==> config.mk <==
export PLATFORM = sky130hd
export DESIGN_NAME = infix_expression_evaluator_core_flat
export DESIGN_NICKNAME = d
export VERILOG_FILES = /design/src/iee_pkg.sv /design/src/iee_if.sv /design/src/iee_ram.sv /design/src/iee_div.sv /design/src/infix_expression_evaluator_core.sv /design/src/flat_wrapper.sv
export SDC_FILE = /design/constraint.sdc
export NUM_CORES = 2
export LEC_CHECK = 0
export BUFFER_PORTS_ARGS = -buffer_cell sky130_fd_sc_hd__buf_4
export CAP_MARGIN = 10
export CORE_AREA = 5 5 464 466
export CTS_BUF_LIST = sky130_fd_sc_hd__clkbuf_2
export CTS_CLUSTER_DIAMETER = 80
export DETAILED_ROUTE_END_ITERATION = 6
export DIE_AREA = 0 0 469 471
export PLACE_DENSITY = 0.51
export SLEW_MARGIN = 20
export SYNTH_ARGS = -nofsm -noshare
export SYNTH_HDL_FRONTEND = slang
export SYNTH_SLANG_ARGS = --single-unit
==> constraint.sdc <==
create_clock -name clk -period 15.3 [get_ports clk]
set_input_delay 0 -clock clk [delete_from_list [all_inputs] [get_ports clk]]
set_output_delay 0 -clock clk [all_outputs]
set_load 0.01 [all_outputs]
==> src/iee_pkg.sv <==
// Package for the infix expression evaluator: token and status codes, widths.
// No dependencies.
package iee_pkg;
  localparam int StackDepthDef = 16;
  localparam int FracBitsDef   = 16;

  typedef enum logic [2:0] {
    TOK_NUM = 3'd0, TOK_LP = 3'd1, TOK_RP = 3'd2, TOK_ADD = 3'd3,
    TOK_SUB = 3'd4, TOK_MUL = 3'd5, TOK_DIV = 3'd6, TOK_END = 3'd7
  } tok_t;

  typedef enum logic [2:0] {
    ST_OK = 3'd0, ST_DIV0 = 3'd1, ST_NO_LP = 3'd2, ST_NO_RP = 3'd3,
    ST_OVERFLOW = 3'd4, ST_NO_OPERAND = 3'd5
  } status_t;

  // Saturate a 64-bit signed value to 32 bits
  function automatic logic signed [31:0] sat32(input logic signed [63:0] v);
    logic signed [63:0] hi;
    logic signed [63:0] lo;
    hi = 64'sh0000_0000_7FFF_FFFF;
    lo = -64'sh0000_0000_8000_0000;
    if (v > hi) return 32'sh7FFF_FFFF;
    else if (v < lo) return 32'sh8000_0000;
    else return v[31:0];
  endfunction
endpackage

==> src/iee_if.sv <==
// Valid/ready channel interfaces for the evaluator.
// Depends on iee_pkg.
interface iee_in_if import iee_pkg::*; ();
  logic        valid;
  logic        ready;
  logic [2:0]  opcode;
  logic [30:0] number_value;
  modport source (output valid, opcode, number_value, input ready);
  modport sink (input valid, opcode, number_value, output ready);
endinterface

interface iee_out_if import iee_pkg::*; ();
  logic               valid;
  logic               ready;
  logic signed [31:0] result_value;
  logic [2:0]         status;
  modport source (output valid, result_value, status, input ready);
  modport sink (input valid, result_value, status, output ready);
endinterface

==> src/iee_ram.sv <==
// Generic single-port write, single-port read RAM with registered read.
// No dependencies.
module iee_ram #(
  parameter int Width = 32,
  parameter int Depth = 16
) (
  input  logic                     clk,
  input  logic                     we,
  input  logic [$clog2(Depth)-1:0] waddr,
  input  logic [Width-1:0]         wdata,
  input  logic [$clog2(Depth)-1:0] raddr,
  output logic [Width-1:0]         rdata
);
  logic [Width-1:0] mem [Depth];

  always_ff @(posedge clk) begin
    if (we) mem[waddr] <= wdata;
    rdata <= mem[raddr];
  end
endmodule

==> src/iee_div.sv <==
// Iterative signed divider: (a << FracBits) / b, truncated, saturated.
// Depends on iee_pkg.
module iee_div import iee_pkg::*; #(
  parameter int FracBits = FracBitsDef
) (
  input  logic               clk,
  input  logic               rst,
  input  logic               start,
  input  logic signed [31:0] a,
  input  logic signed [31:0] b,
  output logic               done,
  output logic signed [31:0] q
);
  logic [63:0] num;
  logic [63:0] rem;
  logic [63:0] quo;
  logic [31:0] den;
  logic        neg;
  logic        busy;
  logic [5:0]  cnt;
  logic [64:0] trial;
  logic [63:0] qs;
  logic [63:0] mag_a;

  always_comb begin
    trial = {rem[63:0], num[63]} - {33'd0, den};
    mag_a = a[31] ? 64'(-{{32{a[31]}}, a}) : 64'({32'd0, a});
    qs    = neg ? -quo : quo;
  end

  // Restoring division, one quotient bit a cycle
  always_ff @(posedge clk) begin
    if (rst) begin
      busy <= 1'b0;
      done <= 1'b0;
    end else begin
      done <= 1'b0;
      if (start) begin
        busy <= 1'b1;
        num  <= mag_a << FracBits;
        den  <= b[31] ? 32'(-b) : 32'(b);
        neg  <= a[31] ^ b[31];
        rem  <= '0;
        quo  <= '0;
        cnt  <= '0;
      end else if (busy) begin
        num <= num << 1;
        if (!trial[64]) begin
          rem <= trial[63:0];
          quo <= {quo[62:0], 1'b1};
        end else begin
          rem <= {rem[62:0], num[63]};
          quo <= {quo[62:0], 1'b0};
        end
        cnt <= cnt + 6'd1;
        if (cnt == 6'd63) begin
          busy <= 1'b0;
          done <= 1'b1;
        end
      end
    end
  end

  assign q = sat32(qs);
endmodule

==> src/infix_expression_evaluator_core.sv <==
// Top level of the infix expression evaluator: sequencer around two stack RAMs.
// Depends on iee_pkg, iee_if, iee_ram, iee_div.
//
//   channel  | dir | fields
//   tok      | in  | opcode, number_value
//   res      | out | result_value, status
//
// A number or lparen is pushed at dispatch; any other token reads the operator
// stack top, then pushes, pops or reduces. Each operator applied reads b then a
// and writes the result back, a divide waiting on the bit-serial divider; End
// loads the top operand. Short reductions and lparens left at End are dropped.
// Reset is synchronous and clears counts, the error and the output valid flag;
// the RAMs need no clearing. A full output register holds the block until taken.
module infix_expression_evaluator_core import iee_pkg::*; #(
  parameter int StackDepth = StackDepthDef,
  parameter int FracBits   = FracBitsDef
) (
  input logic      clk,
  input logic      rst,
  iee_in_if.sink   tok,
  iee_out_if.source res
);
  localparam int AW = $clog2(StackDepth);
  localparam int CW = $clog2(StackDepth + 1);

  typedef enum logic [8:0] {
    S_IDLE = 9'b000000001, S_DISP = 9'b000000010, S_OPRD = 9'b000000100,
    S_OPCK = 9'b000001000, S_ARD  = 9'b000010000, S_BRD  = 9'b000100000,
    S_EXEC = 9'b001000000, S_DIVW = 9'b010000000, S_OUT  = 9'b100000000
  } state_t;

  state_t            state;
  logic [2:0]        op;
  logic [30:0]       val;
  logic [CW-1:0]     nd;
  logic [CW-1:0]     no;
  status_t           err;
  logic [2:0]        top;
  logic signed [31:0] opb;
  logic signed [31:0] opa;

  // Output register
  logic              out_valid;
  logic signed [31:0] out_value;
  status_t           out_status;
  logic              out_load;

  // RAM ports
  logic              d_we, o_we;
  logic [AW-1:0]     d_wa, d_ra, o_wa, o_ra;
  logic [31:0]       d_wd, d_rd;
  logic [2:0]        o_wd, o_rd;

  logic              div_start, div_done;
  logic signed [31:0] div_q;
  logic signed [63:0] prod;
  logic signed [63:0] shp;
  logic signed [31:0] arith;

  iee_ram #(.Width(32), .Depth(StackDepth)) u_dram (
    .clk(clk), .we(d_we), .waddr(d_wa), .wdata(d_wd), .raddr(d_ra), .rdata(d_rd));
  iee_ram #(.Width(3), .Depth(StackDepth)) u_oram (
    .clk(clk), .we(o_we), .waddr(o_wa), .wdata(o_wd), .raddr(o_ra), .rdata(o_rd));
  iee_div #(.FracBits(FracBits)) u_div (
    .clk(clk), .rst(rst), .start(div_start), .a(opa), .b(opb),
    .done(div_done), .q(div_q));

  // Arithmetic for add, subtract, multiply
  always_comb begin
    prod = 64'(opa) * 64'(opb);
    shp  = prod >>> FracBits;
    case (top)
      TOK_ADD: arith = sat32(64'(opa) + 64'(opb));
      TOK_SUB: arith = sat32(64'(opa) - 64'(opb));
      TOK_MUL: arith = sat32(shp);
      default: arith = '0;
    endcase
  end

  // Read addresses follow the stack tops: b is read first, then a
  assign o_ra = AW'(no - CW'(1));
  assign d_ra = (state == S_ARD) ? AW'(nd - CW'(2)) : AW'(nd - CW'(1));

  assign tok.ready = (state == S_IDLE);
  assign out_load  = (state == S_OUT) && (!out_valid || res.ready);

  always_comb begin
    d_we = 1'b0; d_wa = AW'(nd); d_wd = {1'b0, val};
    o_we = 1'b0; o_wa = AW'(no); o_wd = op;
    div_start = 1'b0;
    if (state == S_DISP && op == TOK_NUM && nd < CW'(StackDepth)) d_we = 1'b1;
    if (state == S_DISP && (op == TOK_LP) && no < CW'(StackDepth)) o_we = 1'b1;
    if (state == S_OPCK && op != TOK_RP && op != TOK_END && !(no != '0 &&
        op <= o_rd) && no < CW'(StackDepth)) o_we = 1'b1;
    if (state == S_EXEC) begin
      d_wa = AW'(nd - CW'(2));
      d_wd = arith;
      if (top == TOK_DIV) div_start = (opb != '0);
      else d_we = 1'b1;
    end
    if (state == S_DIVW && div_done) begin
      d_we = 1'b1; d_wa = AW'(nd - CW'(2)); d_wd = div_q;
    end
    if (state == S_DIVW && opb == '0 && !div_done) begin
      d_we = 1'b1; d_wa = AW'(nd - CW'(2)); d_wd = '0;
    end
  end

  // Sequencer
  always_ff @(posedge clk) begin
    if (rst) begin
      state <= S_IDLE;
      nd    <= '0;
      no    <= '0;
      err   <= ST_OK;
    end else begin
      case (state)
        S_IDLE: if (tok.valid) begin
          op    <= tok.opcode;
          val   <= tok.number_value;
          state <= S_DISP;
        end
        S_DISP: begin
          case (op)
            TOK_NUM: begin
              if (nd < CW'(StackDepth)) nd <= nd + CW'(1);
              else if (err == ST_OK) err <= ST_OVERFLOW;
              state <= S_IDLE;
            end
            TOK_LP: begin
              if (no < CW'(StackDepth)) no <= no + CW'(1);
              else if (err == ST_OK) err <= ST_OVERFLOW;
              state <= S_IDLE;
            end
            default: state <= S_OPRD;
          endcase
        end
        S_OPRD: state <= S_OPCK;
        S_OPCK: begin
          top <= o_rd;
          if (no == '0) begin
            if (op == TOK_RP) begin
              if (err == ST_OK) err <= ST_NO_LP;
              state <= S_IDLE;
            end else if (op == TOK_END) begin
              // No operator left: read the top operand for the result
              top   <= TOK_END;
              state <= S_ARD;
            end else begin
              if (no < CW'(StackDepth)) no <= no + CW'(1);
              else if (err == ST_OK) err <= ST_OVERFLOW;
              state <= S_IDLE;
            end
          end else if (op == TOK_RP && o_rd == TOK_LP) begin
            no <= no - CW'(1);
            state <= S_IDLE;
          end else if (op == TOK_END && o_rd == TOK_LP) begin
            no <= no - CW'(1);
            if (err == ST_OK) err <= ST_NO_RP;
            state <= S_OPRD;
          end else if (op == TOK_RP || op == TOK_END || op <= o_rd) begin
            no <= no - CW'(1);
            if (nd < CW'(2)) begin
              if (err == ST_OK) err <= ST_NO_OPERAND;
              state <= S_OPRD;
            end else begin
              state <= S_ARD;
            end
          end else begin
            if (no < CW'(StackDepth)) no <= no + CW'(1);
            else if (err == ST_OK) err <= ST_OVERFLOW;
            state <= S_IDLE;
          end
        end
        S_ARD: begin
          // b arrives from the RAM; a is read next
          opb   <= d_rd;
          state <= S_BRD;
        end
        S_BRD: begin
          opa <= d_rd;
          if (top == TOK_ADD || top == TOK_SUB || top == TOK_MUL ||
              top == TOK_DIV) begin
            state <= S_EXEC;
          end else begin
            state <= S_OUT;
          end
        end
        S_EXEC: state <= S_DIVW;
        default: ;
      endcase

      if (state == S_EXEC) begin
        if (top != TOK_DIV) begin
          nd <= nd - CW'(1);
          state <= S_OPRD;
        end else if (opb == '0) begin
          if (err == ST_OK) err <= ST_DIV0;
          state <= S_DIVW;
        end else begin
          state <= S_DIVW;
        end
      end
      if (state == S_DIVW && (div_done || opb == '0)) begin
        nd <= nd - CW'(1);
        state <= S_OPRD;
      end
      if (out_load) begin
        nd <= '0;
        no <= '0;
        err <= ST_OK;
        state <= S_IDLE;
      end
    end
  end

  // Hold the result transaction until the sink takes it
  always_ff @(posedge clk) begin
    if (rst) begin
      out_valid <= 1'b0;
    end else if (out_load) begin
      out_valid  <= 1'b1;
      out_value  <= (nd == '0) ? 32'sd0 : opb;
      out_status <= (nd == '0 && err == ST_OK) ? ST_NO_OPERAND : err;
    end else if (res.ready) begin
      out_valid <= 1'b0;
    end
  end

  assign res.valid        = out_valid;
  assign res.result_value = out_value;
  assign res.status       = out_status;
endmodule

==> src/flat_wrapper.sv <==
// flat-port wrapper written by rule: the top's interface ports become plain ports
module infix_expression_evaluator_core_flat import iee_pkg::*;
#(
  parameter int StackDepth = StackDepthDef,
  parameter int FracBits   = FracBitsDef
)
  (clk, rst, tok_valid, tok_opcode, tok_number_value, tok_ready, res_valid, res_result_value, res_status, res_ready);
  iee_in_if tok_i ();
  iee_out_if res_i ();
  input logic clk;
  input logic rst;
  input wire logic [$bits(tok_i.valid)-1:0] tok_valid;
  input wire logic [$bits(tok_i.opcode)-1:0] tok_opcode;
  input wire logic [$bits(tok_i.number_value)-1:0] tok_number_value;
  output wire logic [$bits(tok_i.ready)-1:0] tok_ready;
  output wire logic [$bits(res_i.valid)-1:0] res_valid;
  output wire logic [$bits(res_i.result_value)-1:0] res_result_value;
  output wire logic [$bits(res_i.status)-1:0] res_status;
  input wire logic [$bits(res_i.ready)-1:0] res_ready;
  assign tok_i.valid = tok_valid;
  assign tok_i.opcode = tok_opcode;
  assign tok_i.number_value = tok_number_value;
  assign tok_ready = tok_i.ready;
  assign res_valid = res_i.valid;
  assign res_result_value = res_i.result_value;
  assign res_status = res_i.status;
  assign res_i.ready = res_ready;
  infix_expression_evaluator_core #(.StackDepth(StackDepth), .FracBits(FracBits)) u_core (.clk(clk), .rst(rst), .tok(tok_i), .res(res_i));
endmodule
== After elaboration in Yosys (flattened, before gate mapping) ==
Memory sizes are Yosys's and may differ from the RTL's. A register that Yosys moved wholly into a read port is not among the register bits.
Index checks and enable logic that the tools add are counted.
W data, S select, Z words.

* Register bits: 391
* Bits in writable memories: 560
* Memories: 2
* Logic and storage cells: 228

{| class="wikitable"
|+ Memory list
! name !! words !! bits a word !! rd ports !! clocked after memory_dff !! wr ports !! line !! RTL
|-
| u_core.u_dram.mem || 16 || 32 || 1 || 1 || 1 || iee_ram.sv:14 || <nowiki>logic [Width-1:0] mem [Depth];</nowiki>
|-
| u_core.u_oram.mem || 16 || 3 || 1 || 1 || 1 || iee_ram.sv:14 ||
|}

* $lt $le $gt $ge: 12
* Add/sub/neg operators: 12
* Bitwise operators: 3
* Multiplexer cells: 96
* Multiply operators: 1
* Eq/ne operators: 26
* Reduce and logical (&&, ||, !) cells: 53

{| class="wikitable"
|+ Operator list
! kind !! count
|-
| $mux W64 || 6
|-
| $mux W32 || 11
|-
| $gt A64 B32 Y1 const B || 3
|-
| $lt A64 B32 Y1 const B || 3
|-
| $pmux W32 S3 || 1
|-
| $mux W5 || 17
|-
| $mux W3 || 22
|-
| $sub A65 B32 Y65 || 1
|-
| $mul A32 B32 Y64 || 1
|-
| $neg A64 Y64 || 1
|-
| $mux W9 || 7
|-
| $pmux W9 S6 || 1
|-
| $gt A48 B32 Y1 const B || 1
|-
| $lt A48 B32 Y1 const B || 1
|-
| $mux W48 || 1
|-
| $neg A48 Y48 || 1
|-
| $add A32 B32 Y33 || 1
|-
| $sub A32 B32 Y33 || 1
|-
| $logic_not A32 Y1 || 1
|-
| $neg A32 Y32 || 1
|-
| $reduce_bool A32 Y1 || 1
|-
| $mux W31 || 1
|-
| $mux W1 || 20
|-
| $logic_and A1 B1 Y1 || 17
|-
| other kinds (44) || 82
|}

== Longest topological paths before layout ==
* Word-level depth: 12
* Gate-level depth with buffers: 34

== Hierarchy ==
Synthesis repeated with hierarchy kept, for this count alone.

* Cells, all modules: 7,590
* Area, all modules: 83,571.4 sq um

{| class="wikitable"
|+ Modules (own cells, without submodules)
! module !! area each (sq um) !! times used !! cells an instance
|-
| infix_expression_evaluator_core || 47,251.6 || 1 || 5,152
|-
| iee_ram (u_core.u_dram) || 19,835.3 || 1 || 838
|-
| iee_div || 14,472.6 || 1 || 1,497
|-
| iee_ram (u_core.u_oram) || 2,011.9 || 1 || 103
|}

== Worst setup path before layout ==
OpenSTA, ideal clock, no wires.

* Kind: flip-flop to flip-flop
* Start: register u_core.opb[1]
* End: register u_core.u_div.cnt[0] (enable)
* Arrival time: 10.008 ns
* Buffers on the path: 2
* Period minus slack after synthesis: 10.736 ns
* Cell stages (with the launch flop): 13
* Slack: 4.564 ns
* Path through: edfxtp_1 > clkbuf_1 > inv_1 > ha_1 > nand3_1 > or3_1 > or3_1 > or3_1 > clkbuf_1 > nor2_1 > nor3_1 > nor2_1 > nor2_1

* Cells in the longest elaborated chain, start to end: 5

{| class="wikitable"
|+ Ends and longest elaborated chain
! item !! line !! RTL
|-
| start: declaration || infix_expression_evaluator_core.sv:39 || <nowiki>logic signed [31:0] opb;</nowiki>
|-
| start signal: assignment || infix_expression_evaluator_core.sv:177 || <nowiki>opb <= d_rd;</nowiki>
|-
| $reduce_bool A32 Y1 || infix_expression_evaluator_core.sv:98 || <nowiki>if (top == TOK_DIV) div_start = (opb != '0);</nowiki>
|-
| $mux W1 || infix_expression_evaluator_core.sv:98 ||
|-
| $mux W1 || infix_expression_evaluator_core.sv:95 || <nowiki>if (state == S_EXEC) begin</nowiki>
|-
| $reduce_bool A2 Y1 (no line) || - ||
|-
| $reduce_and A2 Y1 (no line) || - ||
|-
| end signal: assignment || iee_div.sv:55 || <nowiki>cnt <= cnt + 6'd1;</nowiki>
|-
| end: declaration || iee_div.sv:20 || <nowiki>logic [5:0] cnt;</nowiki>
|}

Every way passes these cells.
A chain may end at the register's enable or synchronous reset.

== Final worst setup path ==
* Start: register u_core.opa[31]
* End: memory u_core.u_dram.mem[10][9], data pin

* Cells in the longest elaborated chain, start to end: 8
* Elaborated cells between the ends (all ways): 19

{| class="wikitable"
|+ Ends and longest elaborated chain
! item !! line !! RTL
|-
| start: declaration || infix_expression_evaluator_core.sv:40 || <nowiki>logic signed [31:0] opa;</nowiki>
|-
| start signal: assignment || infix_expression_evaluator_core.sv:181 || <nowiki>opa <= d_rd;</nowiki>
|-
| $mul A32 B32 Y64 (tied with other cells) || infix_expression_evaluator_core.sv:70 || <nowiki>prod = 64'(opa) * 64'(opb);</nowiki>
|-
| $lt A48 B32 Y1 / $lt A64 B32 Y1 (equally long branches) || iee_pkg.sv:24 || <nowiki>else if (v < lo) return 32'sh8000_0000;</nowiki>
|-
| $mux W32 || iee_pkg.sv:24 ||
|-
| $mux W32 || iee_pkg.sv:23 || <nowiki>if (v > hi) return 32'sh7FFF_FFFF;</nowiki>
|-
| $pmux W32 S3 (*) || infix_expression_evaluator_core.sv:72 || <nowiki>case (top)</nowiki>
|-
| $mux W32 (*) || infix_expression_evaluator_core.sv:95 ||
|-
| $mux W32 (*) || infix_expression_evaluator_core.sv:101 || <nowiki>if (state == S_DIVW && div_done) begin</nowiki>
|-
| $mux W32 (*) || infix_expression_evaluator_core.sv:104 || <nowiki>if (state == S_DIVW && opb == '0 && !div_done) begin</nowiki>
|-
| via u_core.d_wd[9] || infix_expression_evaluator_core.sv:51 || <nowiki>logic [31:0] d_wd, d_rd;</nowiki>
|-
| end: declaration || iee_ram.sv:14 ||
|}

Mark *: on every way through the listed nets, which the timed path passes. The rest lies on a longest branch.

==> impl_metrics.csv <==
group,metric,value,unit
logic_synthesis,synth_ff_type,"edfxtp_1",
sta,finalSetupTns,0,ns
logic_synthesis,synth_cell_types,86,
route,routed_wl,289000,um
die,dieArea,0.221,mm2
global_route,grt-ovfl-total,0,
clock_tree,cts_resized,0,
finish,drive_gt1_frac,0.111,
worst_setup_path,cpMaxStageDelayCell,"fa_1",
finish,final_common_cell,"inv_1",
logic_synthesis,avgSynthCellArea,10.8,um2
global_route,grt_use_total,0.263,
sta,fin_crit_sh,0.857,
worst_setup_path,crit_path_start_kind,"flop",
worst_setup_path,critPathKind,"reg -> reg",
logic_synthesis,netlist_area,0.0837,mm2
power,p_comb_frac,0.026,
power,leakagePower,38.1,nW
logic_synthesis,synth_edf_count,911,
logic_synthesis,synthCells,7732,
die,ioPinCount,75,
sta,finalSetupViolations,0,
power,vdd_drop_max,0.0833,mV
route,vias_per_cell,5.51,
place,pre_cts_ws,2.50,ns
worst_setup_path,path_delay_family,"adder cells",
worst_setup_path,worst-path-max-fanout,44,
logic_synthesis,synthesis.nets,9149,
global_route,grt_first_pass_wirelength,428000,um
power,p_seq_frac,0.590,
power,powerDensity,53.8,mW/mm2
power,clockPowerShare,0.384,
sta,slew-limit-headroom,0.191,
logic_synthesis,synth_compound_area_frac,0.0806,
worst_setup_path,cp-end-kind,"flop",
min_path,hold_class,"in -> reg",
global_route,antenna_found_initial,11,
logic_synthesis,synthArstFlopShare,0,
finish,final_net_count,9385,
sta,layout_setup_ws,2.18,ns
finish,multi_input_area,0.0494,mm2
clock_tree,path_clk_slew,0.13,ns
route,drt-initial-drc-count,5112,
clock_tree,tritoncts,"done",
logic_synthesis,seq_area_frac_synth,0.341,
sta,rsz0062_at_grt,"false",
route,postRouteAntennaNets,0,
clock_tree,cts-root-buf,"clkbuf_2",
worst_setup_path,cp_data_required_time,16.43,ns
die,coreArea,0.211,mm2
route,drcViolationCount,0,
sta,worst_pin_slew,1.21,ns
power,p_sw,0.00124,W
die,initial_core_util,0.397,
logic_synthesis,synth_top_family_by_area,"adder cells",
logic_synthesis,synth-warning-count,0,
sta,max_freq,76.2,MHz
die,die_h,471,um
place,io_buffers,74,
finish,syn2layout_area_growth,9.30,%
worst_setup_path,cp_num_buf_inv,7,
clock_tree,htree_levels,5,
global_route,grt_max_degree,129,
place,gp_congestion,0.950,
die,rows,169,
die,die_w,469,um
worst_setup_path,cpMostUsedCell,"fa_1",
clock_tree,numCtsBuffers,284,
logic_synthesis,synthSimpleGateAreaFrac,0.135,
sta,fin_crit,13.12,ns
finish,area.sequential,0.0286,mm2
worst_setup_path,critPathMaxStageDelay,1.09,ns
finish,layout_common_cells,"inv_1, fa_1, edfxtp_1, nand2_1, and2_1",
logic_synthesis,synth.area.mux_share,0.0442,
logic_synthesis,synthAdderAreaFrac,0.303,
route,via_count,60475,
finish,fillers,20347,
clock_tree,clockBufferDepth,4,
run,maxCapViolCount,0,
global_route,grt_pass1_vias,62798,
power,p_int,0.00368,W
power,swShare,0.251,
logic_synthesis,synthXorXnorAreaFrac,0.0227,
clock_tree,clock_sinks,971,
logic_synthesis,ys_seq_elements,971,
outcome,status,"finished, final reports clean",
sta,slew_violations,0,
route,dr.pass1.iters,6,
sta,skew,0.258,ns
place,hpwl,208000,um
clock_tree,clock_latency,1.72,ns
sta,hold_viol,0,
route,wire_per_inst,26.3,um
worst_setup_path,worstPathArrival,14.24,ns
## stage by stage
step,power (W),cells,cell area (um2),util,hold slack [ns]
2_1_floorplan,0.00301,7732,83700,-,0.0989
3_3_place_gp,0.00306,10364,87600,0.416,0.178
3_5_place_dp,0.00306,10364,87700,0.416,0.179
4_1_cts,0.00499,10962,91400,0.434,0.164
5_1_grt,0.00515,10969,91500,0.434,0.267
6_report,0.00492,10972,91500,0.434,0.367
## power groups by stage
stage | sequential [W] | clock, W | combinational [W]
3_3_place_gp | 0.00296 | 0 | 0.0000932
5_1_grt | 0.00290 | 0.00211 | 0.000135
3_5_place_dp | 0.00296 | 0 | 0.0000951
4_1_cts | 0.00290 | 0.00197 | 0.000123
6_report | 0.00290 | 0.00189 | 0.000127
2_1_floorplan | 0.00296 | 0 | 0.0000498
## cells in the mapped netlist, types with 14 or more instances
library cell,number,area share
nor3_1,88,0.0053
xor2_1,85,0.0089
a21o_1,48,0.0043
o31ai_1,52,0.0047
buf_1,32,0.0014
nand4_1,44,0.0033
nor2_1,441,0.020
o41ai_1,19,0.0020
a21oi_1,326,0.019
a21boi_0,14,0.0013
and3_1,23,0.0017
or2_2,31,0.0023
clkbuf_1,375,0.017
nand2_1,801,0.036
a221oi_1,20,0.0021
dfxtp_1,60,0.014
o21ai_0,242,0.014
mux4_2,143,0.038
o211ai_1,31,0.0028
fa_1,1084,0.26
ha_1,295,0.044
a211oi_1,62,0.0056
and2_1,516,0.039
a31oi_1,28,0.0021
o21a_1,20,0.0018
nand3_1,56,0.0033
nor4_1,43,0.0032
or3_1,60,0.0045
edfxtp_1,911,0.33
nand2b_1,48,0.0036
inv_1,1199,0.054
o22ai_1,18,0.0013
o21bai_1,15,0.0013
xnor2_1,132,0.014
mux2i_1,43,0.0051
or4_1,34,0.0030
nor2b_1,53,0.0040
## worst paths after layout
kind | startpoint | endpoint | slack, ns | cells after the start
max | u_core.opa[31] | u_core.u_dram.mem[10][9] | 2.18 | 28
min | rst | u_core.u_div.busy | 0.37 | 4
max reg2reg | u_core.opa[31] | u_core.u_dram.mem[10][9] | 2.18 | 28
min reg2reg | u_core.u_dram.rdata[2] | u_core.opb[2] | 0.40 | 0
## final cells by class
| cell class | count | area share |
|---|---|---|
| flip-flops and latches | 971 | 0.312 |
| clock buffers | 394 | 0.0216 |
| inverters | 1202 | 0.0493 |
| repair buffers | 366 | 0.0341 |
| well taps | 2821 | 0.0386 |
| clock inverters | 65 | 0.00375 |
| multi-input cells | 5143 | 0.540 |
| diodes | 10 | 0.000274 |
## logic make-up after synthesis
| group | after synthesis |
|---|---|
| fa+ha+maj | 1379 |
| buf+inv | 1618 |
| flops | 971 |
| mux | 190 |
| xor+xnor | 217 |
| compound gates | 1055 |
| simple gates | 2302 |
## sequential cells by signal, summed over array words and instances (netlist names), 3 cells and up
register	count
u_core.u_div.rem	64
u_core.u_div.cnt	6
u_core.u_div.quo	64
u_core.u_oram.mem	48
u_core.u_div.den	32
u_core.val	31
u_core.res.status	3
u_core.u_dram.mem	512
u_core.u_div.num	48
u_core.top	3
u_core.u_dram.rdata	32
u_core.opb	32
u_core.u_oram.rdata	3
u_core.state	9
u_core.err	3
u_core.no	5
u_core.opa	32
u_core.o_wd	3
u_core.nd	5
u_core.res.result_value	32
## worst reg2reg max path, delay by kind of cell (launching register included)
| family | cells | cell delay, ns |
|---|---|---|
| AOI/OAI and AO/OA | 7 | 2.59 |
| adders and majority gates | 9 | 5.35 |
| buffers and inverters | 7 | 1.83 |
| DFF | 1 | 0.35 |
| and+or+nand+nor | 5 | 2.50 |
## per-layer routing
metal / global-route usage / routed length [um]
met2: 0.410 / 132000
met3: 0.0526 / 21200
met4: 0.102 / 13100
met1: 0.361 / 122000
met5: 0 / 46
## timing repair
item	4_1_cts	5_1_grt
hold endpoints to repair	410	0
buffers inserted	0	0
hold buffers	139	0
Power figures use the tool's default switching activity.
